File: src/rtl/core/rau_pkg.sv
// Shared types and constants for the rational arithmetic unit.
package rau_pkg;

  localparam int OPERAND_WIDTH = 16;
  localparam int PROD_WIDTH    = 2 * OPERAND_WIDTH;
  localparam int MAG_WIDTH     = 2 * OPERAND_WIDTH + 1;
  localparam int SUM_WIDTH     = 2 * OPERAND_WIDTH + 2;
  localparam int RES_NUM_WIDTH = 34;
  localparam int RES_DEN_WIDTH = 32;

  localparam logic [2:0] OP_ADD = 3'd0;
  localparam logic [2:0] OP_SUB = 3'd1;
  localparam logic [2:0] OP_MUL = 3'd2;
  localparam logic [2:0] OP_DIV = 3'd3;

  typedef struct packed {
    logic [2:0]                      op;
    logic signed [OPERAND_WIDTH-1:0] a_num;
    logic [OPERAND_WIDTH-1:0]        a_den;
    logic signed [OPERAND_WIDTH-1:0] b_num;
    logic [OPERAND_WIDTH-1:0]        b_den;
  } in_req_t;

  typedef struct packed {
    logic signed [RES_NUM_WIDTH-1:0] res_num;
    logic [RES_DEN_WIDTH-1:0]        res_den;
    logic                            less;
    logic                            equal;
    logic                            greater;
    logic                            status;
  } out_rsp_t;

endpackage

File: src/rtl/core/rau_mul.sv
// Registered unsigned multiplier shared by all cross products.
module rau_mul (
  input  logic                               clk,
  input  logic [rau_pkg::OPERAND_WIDTH-1:0]  mul_a,
  input  logic [rau_pkg::OPERAND_WIDTH-1:0]  mul_b,
  output logic [rau_pkg::PROD_WIDTH-1:0]     prod_r
);
  import rau_pkg::*;

  always_ff @(posedge clk) begin
    prod_r <= PROD_WIDTH'(mul_a) * PROD_WIDTH'(mul_b);
  end

endmodule

File: src/rtl/core/rau_div.sv
// Iterative restoring divider, one quotient bit per cycle.
module rau_div #(
  parameter int WIDTH = 33
) (
  input  logic             clk,
  input  logic             rst_n,
  input  logic             go,
  input  logic [WIDTH-1:0] dividend,
  input  logic [WIDTH-1:0] divisor,
  output logic [WIDTH-1:0] quo_r,
  output logic             done_r
);
  localparam int CW = $clog2(WIDTH);

  logic [WIDTH-1:0] rem_r;
  logic [WIDTH-1:0] dsr_r;
  logic [CW-1:0]    cnt_r;
  logic             run_r;
  logic [WIDTH:0]   shifted;
  logic [WIDTH:0]   trial;

  assign shifted = {rem_r, quo_r[WIDTH-1]};
  assign trial   = shifted - {1'b0, dsr_r};

  always_ff @(posedge clk) begin
    if (!rst_n) begin
      run_r  <= 1'b0;
      done_r <= 1'b0;
      cnt_r  <= '0;
    end else begin
      done_r <= 1'b0;
      if (go) begin
        run_r <= 1'b1;
        cnt_r <= '0;
      end else if (run_r) begin
        if (cnt_r == CW'(WIDTH - 1)) begin
          run_r  <= 1'b0;
          done_r <= 1'b1;
        end
        cnt_r <= cnt_r + 1'b1;
      end
    end
  end

  always_ff @(posedge clk) begin
    if (go) begin
      rem_r <= '0;
      quo_r <= dividend;
      dsr_r <= divisor;
    end else if (run_r) begin
      if (!trial[WIDTH]) begin
        rem_r <= trial[WIDTH-1:0];
        quo_r <= {quo_r[WIDTH-2:0], 1'b1};
      end else begin
        rem_r <= shifted[WIDTH-1:0];
        quo_r <= {quo_r[WIDTH-2:0], 1'b0};
      end
    end
  end

endmodule

File: src/rtl/core/rational_arithmetic_unit.sv
// Top level of the rational arithmetic unit: sequencer, gcd datapath and result register.
//
//   Channel   Ports                   Handshake
//   --------  ----------------------  ------------------------------------------
//   request   start, busy, in_data    taken at a clock edge with start high, busy low
//   result    out_valid, out_data     out_valid high for one cycle, always taken
//
// The five cross products go through one registered 16x16 multiplier, the binary gcd runs
// one subtract-and-shift step per cycle, and the two divisions by the gcd run one quotient
// bit per cycle through a shared 33-bit divider. A zero operand denominator, compare only,
// or a zero result denominator skip the gcd and the divisions. Reset is synchronous and
// active low; busy stays high from the accepted request until the result strobe. The
// receiver cannot stall.
module rational_arithmetic_unit (
  input  logic              clk,
  input  logic              rst_n,
  input  logic              start,
  output logic              busy,
  input  rau_pkg::in_req_t  in_data,
  output logic              out_valid,
  output rau_pkg::out_rsp_t out_data
);
  import rau_pkg::*;

  localparam int W  = OPERAND_WIDTH;
  localparam int KW = $clog2(MAG_WIDTH + 1);

  // Sequencer states.
  localparam logic [3:0] ST_IDLE  = 4'd0;
  localparam logic [3:0] ST_MUL   = 4'd1;
  localparam logic [3:0] ST_CALC  = 4'd2;
  localparam logic [3:0] ST_TWO   = 4'd3;
  localparam logic [3:0] ST_GCD   = 4'd4;
  localparam logic [3:0] ST_DIV1S = 4'd5;
  localparam logic [3:0] ST_DIV1W = 4'd6;
  localparam logic [3:0] ST_DIV2S = 4'd7;
  localparam logic [3:0] ST_DIV2W = 4'd8;
  localparam logic [3:0] ST_DONE  = 4'd9;

  logic [3:0]            state_r;
  logic [2:0]            mstep_r;
  in_req_t               req_r;
  logic [W-1:0]          an_mag, bn_mag;
  logic [W-1:0]          mul_a, mul_b;
  logic [PROD_WIDTH-1:0] prod_r;
  logic signed [SUM_WIDTH-1:0] prod_s;
  logic signed [SUM_WIDTH-1:0] p1_r, p2_r, p4_r;
  logic [PROD_WIDTH-1:0] p3_r, p5_r;
  logic signed [SUM_WIDTH-1:0] diff, n_sel;
  logic [PROD_WIDTH-1:0] d_sel;
  logic [MAG_WIDTH-1:0]  x_r, y_r, m_r, d_r, qn_r;
  logic [KW-1:0]         k_r;
  logic                  neg_r;
  logic                  div_go;
  logic [MAG_WIDTH-1:0]  div_dividend, div_divisor, div_quo;
  logic                  div_done;
  logic [MAG_WIDTH-1:0]  sub_xy, sub_yx;
  logic                  zero_den;
  logic [MAG_WIDTH-1:0]  n_mag;

  assign busy     = (state_r != ST_IDLE);
  assign zero_den = (req_r.a_den == '0) || (req_r.b_den == '0);
  assign an_mag   = req_r.a_num[W-1] ? W'(-req_r.a_num) : W'(req_r.a_num);
  assign bn_mag   = req_r.b_num[W-1] ? W'(-req_r.b_num) : W'(req_r.b_num);

  // Operand selection for the shared multiplier, one product per step.
  always_comb begin
    unique case (mstep_r)
      3'd0:    begin mul_a = an_mag;      mul_b = req_r.b_den; end
      3'd1:    begin mul_a = bn_mag;      mul_b = req_r.a_den; end
      3'd2:    begin mul_a = req_r.a_den; mul_b = req_r.b_den; end
      3'd3:    begin mul_a = an_mag;      mul_b = bn_mag;      end
      default: begin mul_a = req_r.a_den; mul_b = bn_mag;      end
    endcase
  end

  rau_mul u_mul (
    .clk   (clk),
    .mul_a (mul_a),
    .mul_b (mul_b),
    .prod_r(prod_r)
  );

  assign prod_s = $signed({2'b00, prod_r});

  // Exact comparison and selection of the unreduced numerator and denominator.
  assign diff = p1_r - p2_r;
  always_comb begin
    unique case (req_r.op)
      OP_ADD:  begin n_sel = p1_r + p2_r; d_sel = p3_r; end
      OP_SUB:  begin n_sel = diff;        d_sel = p3_r; end
      OP_MUL:  begin n_sel = p4_r;        d_sel = p3_r; end
      OP_DIV:  begin n_sel = req_r.b_num[W-1] ? -p1_r : p1_r; d_sel = p5_r; end
      default: begin n_sel = '0;          d_sel = '0;   end
    endcase
  end
  assign n_mag = n_sel[SUM_WIDTH-1] ? MAG_WIDTH'(-n_sel) : MAG_WIDTH'(n_sel);

  assign sub_xy = x_r - y_r;
  assign sub_yx = y_r - x_r;

  assign div_go       = (state_r == ST_DIV1S) || (state_r == ST_DIV2S);
  assign div_dividend = (state_r == ST_DIV1S) ? m_r : d_r;
  assign div_divisor  = y_r << k_r;

  rau_div #(.WIDTH(MAG_WIDTH)) u_div (
    .clk     (clk),
    .rst_n   (rst_n),
    .go      (div_go),
    .dividend(div_dividend),
    .divisor (div_divisor),
    .quo_r   (div_quo),
    .done_r  (div_done)
  );

  // Control state.
  always_ff @(posedge clk) begin
    if (!rst_n) begin
      state_r   <= ST_IDLE;
      mstep_r   <= '0;
      out_valid <= 1'b0;
    end else begin
      out_valid <= 1'b0;
      unique case (state_r)
        ST_IDLE: begin
          if (start) begin
            state_r <= ST_MUL;
            mstep_r <= '0;
          end
        end
        ST_MUL: begin
          mstep_r <= mstep_r + 1'b1;
          if (mstep_r == 3'd5) state_r <= ST_CALC;
        end
        ST_CALC: begin
          if (zero_den || req_r.op > OP_DIV || d_sel == '0) begin
            state_r <= ST_DONE;
          end else begin
            state_r <= ST_TWO;
          end
        end
        ST_TWO: begin
          if (x_r[0] || y_r[0]) state_r <= ST_GCD;
        end
        ST_GCD: begin
          if (x_r == '0) state_r <= ST_DIV1S;
        end
        ST_DIV1S: state_r <= ST_DIV1W;
        ST_DIV1W: if (div_done) state_r <= ST_DIV2S;
        ST_DIV2S: state_r <= ST_DIV2W;
        ST_DIV2W: if (div_done) state_r <= ST_DONE;
        ST_DONE: begin
          out_valid <= 1'b1;
          state_r   <= ST_IDLE;
        end
        default: state_r <= ST_IDLE;
      endcase
    end
  end

  // Datapath registers.
  always_ff @(posedge clk) begin
    if (state_r == ST_IDLE && start) req_r <= in_data;
    if (state_r == ST_MUL) begin
      unique case (mstep_r)
        3'd1:    p1_r <= req_r.a_num[W-1] ? -prod_s : prod_s;
        3'd2:    p2_r <= req_r.b_num[W-1] ? -prod_s : prod_s;
        3'd3:    p3_r <= prod_r;
        3'd4:    p4_r <= (req_r.a_num[W-1] ^ req_r.b_num[W-1]) ? -prod_s : prod_s;
        3'd5:    p5_r <= prod_r;
        default: ;
      endcase
    end
    unique case (state_r)
      ST_CALC: begin
        out_data.less    <= !zero_den && diff[SUM_WIDTH-1];
        out_data.equal   <= !zero_den && (diff == '0);
        out_data.greater <= !zero_den && !diff[SUM_WIDTH-1] && (diff != '0);
        out_data.status  <= zero_den || (req_r.op <= OP_DIV && d_sel == '0);
        out_data.res_num <= '0;
        out_data.res_den <= '0;
        neg_r <= n_sel[SUM_WIDTH-1];
        m_r   <= n_mag;
        d_r   <= MAG_WIDTH'(d_sel);
        x_r   <= n_mag;
        y_r   <= MAG_WIDTH'(d_sel);
        k_r   <= '0;
      end
      ST_TWO: begin
        if (!x_r[0] && !y_r[0]) begin
          x_r <= x_r >> 1;
          y_r <= y_r >> 1;
          k_r <= k_r + 1'b1;
        end
      end
      ST_GCD: begin
        priority if (x_r == '0) begin
        end else if (!x_r[0]) begin
          x_r <= x_r >> 1;
        end else if (!y_r[0]) begin
          y_r <= y_r >> 1;
        end else if (x_r >= y_r) begin
          x_r <= sub_xy >> 1;
        end else begin
          y_r <= sub_yx >> 1;
        end
      end
      ST_DIV1W: if (div_done) qn_r <= div_quo;
      ST_DIV2W: begin
        if (div_done) begin
          out_data.res_num <= neg_r ? -RES_NUM_WIDTH'(qn_r) : RES_NUM_WIDTH'(qn_r);
          out_data.res_den <= RES_DEN_WIDTH'(div_quo);
        end
      end
      default: ;
    endcase
  end

endmodule
File: config.mk
export PLATFORM = sky130hd
export DESIGN_NAME = rational_arithmetic_unit
export DESIGN_NICKNAME = d
export VERILOG_FILES = /design/src/rtl/core/rau_pkg.sv /design/src/rtl/core/rau_mul.sv /design/src/rtl/core/rau_div.sv /design/src/rtl/core/rational_arithmetic_unit.sv
export SDC_FILE = /design/constraint.sdc
export NUM_CORES = 2
export LEC_CHECK = 0
export BUFFER_PORTS_ARGS = -buffer_cell sky130_fd_sc_hd__buf_4
export CAP_MARGIN = 10
export CORE_ASPECT_RATIO = 2
export CORE_UTILIZATION = 40
export DETAILED_ROUTE_END_ITERATION = 8
export PLACE_DENSITY = 0.6
export SYNTH_ARGS = -nofsm -noshare
export SYNTH_HDL_FRONTEND = slang
export SYNTH_SLANG_ARGS = --single-unit
export TNS_END_PERCENT = 30
File: constraint.sdc
create_clock -name clk -period 11.67 [get_ports clk]
set_input_delay 0 -clock clk [delete_from_list [all_inputs] [get_ports clk]]
set_output_delay 0 -clock clk [all_outputs]
set_load 0.01 [all_outputs]
==> flow_summary.json <==
{
  "cp.required_ns": 12.23,
  "initial_core_util_pct": 40.41,
  "synth_edf_count": 539,
  "syn2layout_area_growth_pct": 12.67,
  "worst_pin_slew_ns": 1.335,
  "crit_slowest_cell": "a221oi_1",
  "core_area_um2": 118000,
  "fillers": 11210,
  "layout-drive-gt1-share_pct": 8.729,
  "vias_per_cell": 5.725,
  "end_kind": "register",
  "post_cts_buffers": 0,
  "grt_pass1_wl_mm": 250.7,
  "synth_ff_type": "edfxtp_1",
  "die_x_um": 246.2,
  "start_kind": "register",
  "h-tree-depth": 2,
  "cts-hold-fix-buffers": 113,
  "syn_inst": 5005,
  "dr.first_iter.drc_count": 1958,
  "cts.sinks": 620,
  "drtAntennaViolNets": 0,
  "grt_pass1_vias": 40260,
  "hold_viol": 0,
  "final_area_um2": 53750,
  "die_area_um2": 120700,
  "hpwl_mm": 139.2,
  "ctsResizeCount": 0,
  "cts_tree": "built",
  "synth_area_per_cell_um2": 9.531,
  "syn_nets": 5557,
  "antenna_found_initial": 7,
  "cpMostUsedCell": "fa_1",
  "clockBufferDepth": 3,
  "post-route-min-period_ns": 9.145,
  "ys_seq_elements": 620,
  "drt-total-wl_mm": 173.1,
  "grt.overflow.total": 0,
  "fin_crit_sh_pct": 78.37,
  "nNetsFinal": 5702,
  "die_h_um": 490.4,
  "cpPeakStageDelay_ns": 1.08,
  "rsz0062_at_grt": "no",
  "fin_setup_tns_ns": 0,
  "yosysSeqAreaShare_pct": 37.33,
  "cts_made_buffers": 59,
  "post_drt_wl_per_cell_um": 25.70,
  "cts-root-buf": "clkbuf_16",
  "synth_cell_types": 101,
  "holdWs_ns": 0.02727,
  "place_area_um2": 50480,
  "vias": 38560,
  "async_flop_share_pct": 0,
  "clkTransAtPathRegs_ns": 0.07,
  "port_buffers": 141,
  "synth_area_um2": 47700,
  "pin_count": 142,
  "crit_type": "register to register",
  "remaining_drc_errors": 0,
  "max_freq_ghz": 0.1093,
  "grt_max_degree": 73,
  "gp_congestion": 1.036,
  "slew_headroom_pct": 10.17,
  "track_usage_pct": 28.50,
  "maxSlewViolCount": 0,
  "cp_max_fo": 8,
  "status": "complete, no violations",
  "cap_violations": 0,
  "synth_warnings": 0,
  "insertion_delay_ns": 0.72,
  "hold_path_class": "primary input to register",
  "arrival_ns": 9.71,
  "finalSetupViolCount": 0,
  "drt_pass1_iterations": 7,
  "rows": 178,
  "skew_ns": 0.05672
}
[layer usage]
metal	share of wire, %	GRT usage (%)
met3	3.7	3.581
met2	55	56.01
met4	13	30.22
met1	28	22.18
met5	0.023	0
[critical path: cells and delay by family, from the launching register on]
family / cells / cell delay, ns
AO/OA/AOI/OAI: 8 / 2.42
XOR/XNOR: 2 / 0.29
adder cells (fa/ha/maj): 7 / 3.34
buffers and inverters: 4 / 0.21
flip-flops: 1 / 0.44
AND/OR/NAND/NOR: 11 / 2.27
[metrics by stage]
stage / setup slack, ns / util (%) / instances
global route: 1.906 / 45.53 / 6732
finish: 2.525 / 45.53 / 6735
global placement: 2.697 / 42.77 / 6506
floorplan: 1.237 / - / 5005
detailed placement: 2.548 / 42.77 / 6506
CTS: 2.459 / 45.52 / 6731
[Yosys cell counts, types with 35 or more instances]
library cell / n / area (µm²)
ha_1: 283 / 3541
nor3_1: 74 / 370.4
xor2_1: 127 / 1112
mux2i_1: 101 / 1011
edfxtp_1: 539 / 16190
a21oi_1: 292 / 1461
dfxtp_1: 81 / 1622
o21a_1: 36 / 270.3
fa_1: 199 / 3984
nand4_1: 35 / 219.0
nand2_1: 545 / 2046
nor2b_1: 63 / 394.1
xnor2_1: 233 / 2041
a22oi_1: 48 / 360.4
nand3_1: 69 / 345.3
a21o_1: 84 / 630.6
nor4_1: 56 / 350.3
clkbuf_1: 235 / 882.1
o31ai_1: 39 / 292.8
o21ai_0: 258 / 1291
and3_1: 67 / 419.2
or3_1: 58 / 362.9
nand2b_1: 50 / 312.8
inv_1: 441 / 1655
nor2_1: 428 / 1607
[final cells by class]
class,count,area [µm²],share of cell area [%]
Timing Repair Buffer,348,2895,5.387
Inverter,446,1674,3.115
Sequential cell,620,17810,33.14
Tap cell,1530,1914,3.562
Clock buffer,76,1623,3.019
Antenna cell,4,10.01,0.01862
Clock inverter,36,493.0,0.9172
Multi-Input combinational cell,3675,27330,50.85
[state kept, by name, summed over array words and instances (netlist names), 32 cells and up]
register / count
p3_r: 32
out_data: 70
y_r: 32
u_div.rem_r: 33
p5_r: 32
req_r: 67
qn_r: 33
m_r: 33
d_r: 32
x_r: 33
u_div.dsr_r: 33
u_mul.prod_r: 32
u_div.quo_r: 33
p4_r: 34
p1_r: 34
p2_r: 34
[layout by cell type, fill, tap and decap left out, types with 19 or more instances in the layout]
| master | instances |
|---|---|
| and3_1 | 66 |
| edfxtp_1 | 539 |
| nand4_1 | 35 |
| o21bai_1 | 27 |
| a221o_1 | 33 |
| mux2i_1 | 101 |
| or4_1 | 19 |
| nor4_1 | 55 |
| or3_1 | 58 |
| a211oi_1 | 32 |
| a21o_1 | 83 |
| xor2_1 | 126 |
| mux2_2 | 23 |
| nor2_1 | 422 |
| a31oi_1 | 22 |
| nand2_1 | 544 |
| inv_1 | 440 |
| a221oi_1 | 25 |
| o21ai_0 | 255 |
| buf_4 | 235 |
| a22oi_1 | 48 |
| nor3_1 | 72 |
| a21oi_1 | 291 |
| o31ai_1 | 39 |
| clkbuf_16 | 61 |
| xnor2_1 | 232 |
| nand2b_1 | 50 |
| ha_1 | 283 |
| dfxtp_1 | 79 |
| o41ai_1 | 19 |
| dlygate4sd3_1 | 113 |
| nand3_1 | 68 |
| o21a_1 | 36 |
| nor2b_1 | 61 |
| and2_1 | 31 |
| fa_1 | 199 |
[cells by family (layout without fill, tap and decap cells)]
group           after synthesis  count (layout)  synth area share [%]
other cells                   0               4                     0
mux                         141             141                 3.465
xor+xnor                    360             360                 6.610
simple gates               1561            1561                 15.34
buf+inv                     710             906                 5.637
compound gates             1131            1131                 15.84
fa+ha+maj                   482             482                 15.77
flops                       620             620                 37.33
[final timing paths]
kind	cells past startpoint	end	slack [ns]	startpoint
max	32	u_mul.prod_r[31]$_DFF_P_	2.52	req_r[50]$_DFFE_PP_
min	2	req_r[65]$_DFFE_PP_	0.03	in_data[65]
max reg2reg	32	u_mul.prod_r[31]$_DFF_P_	2.52	req_r[50]$_DFFE_PP_
min reg2reg	0	qn_r[16]$_DFFE_PP_	0.48	u_div.quo_r[16]$_DFFE_PP_
Power is not shown: default switching activity piles up to over one toggle a cycle in this logic, so the estimate is an artifact.
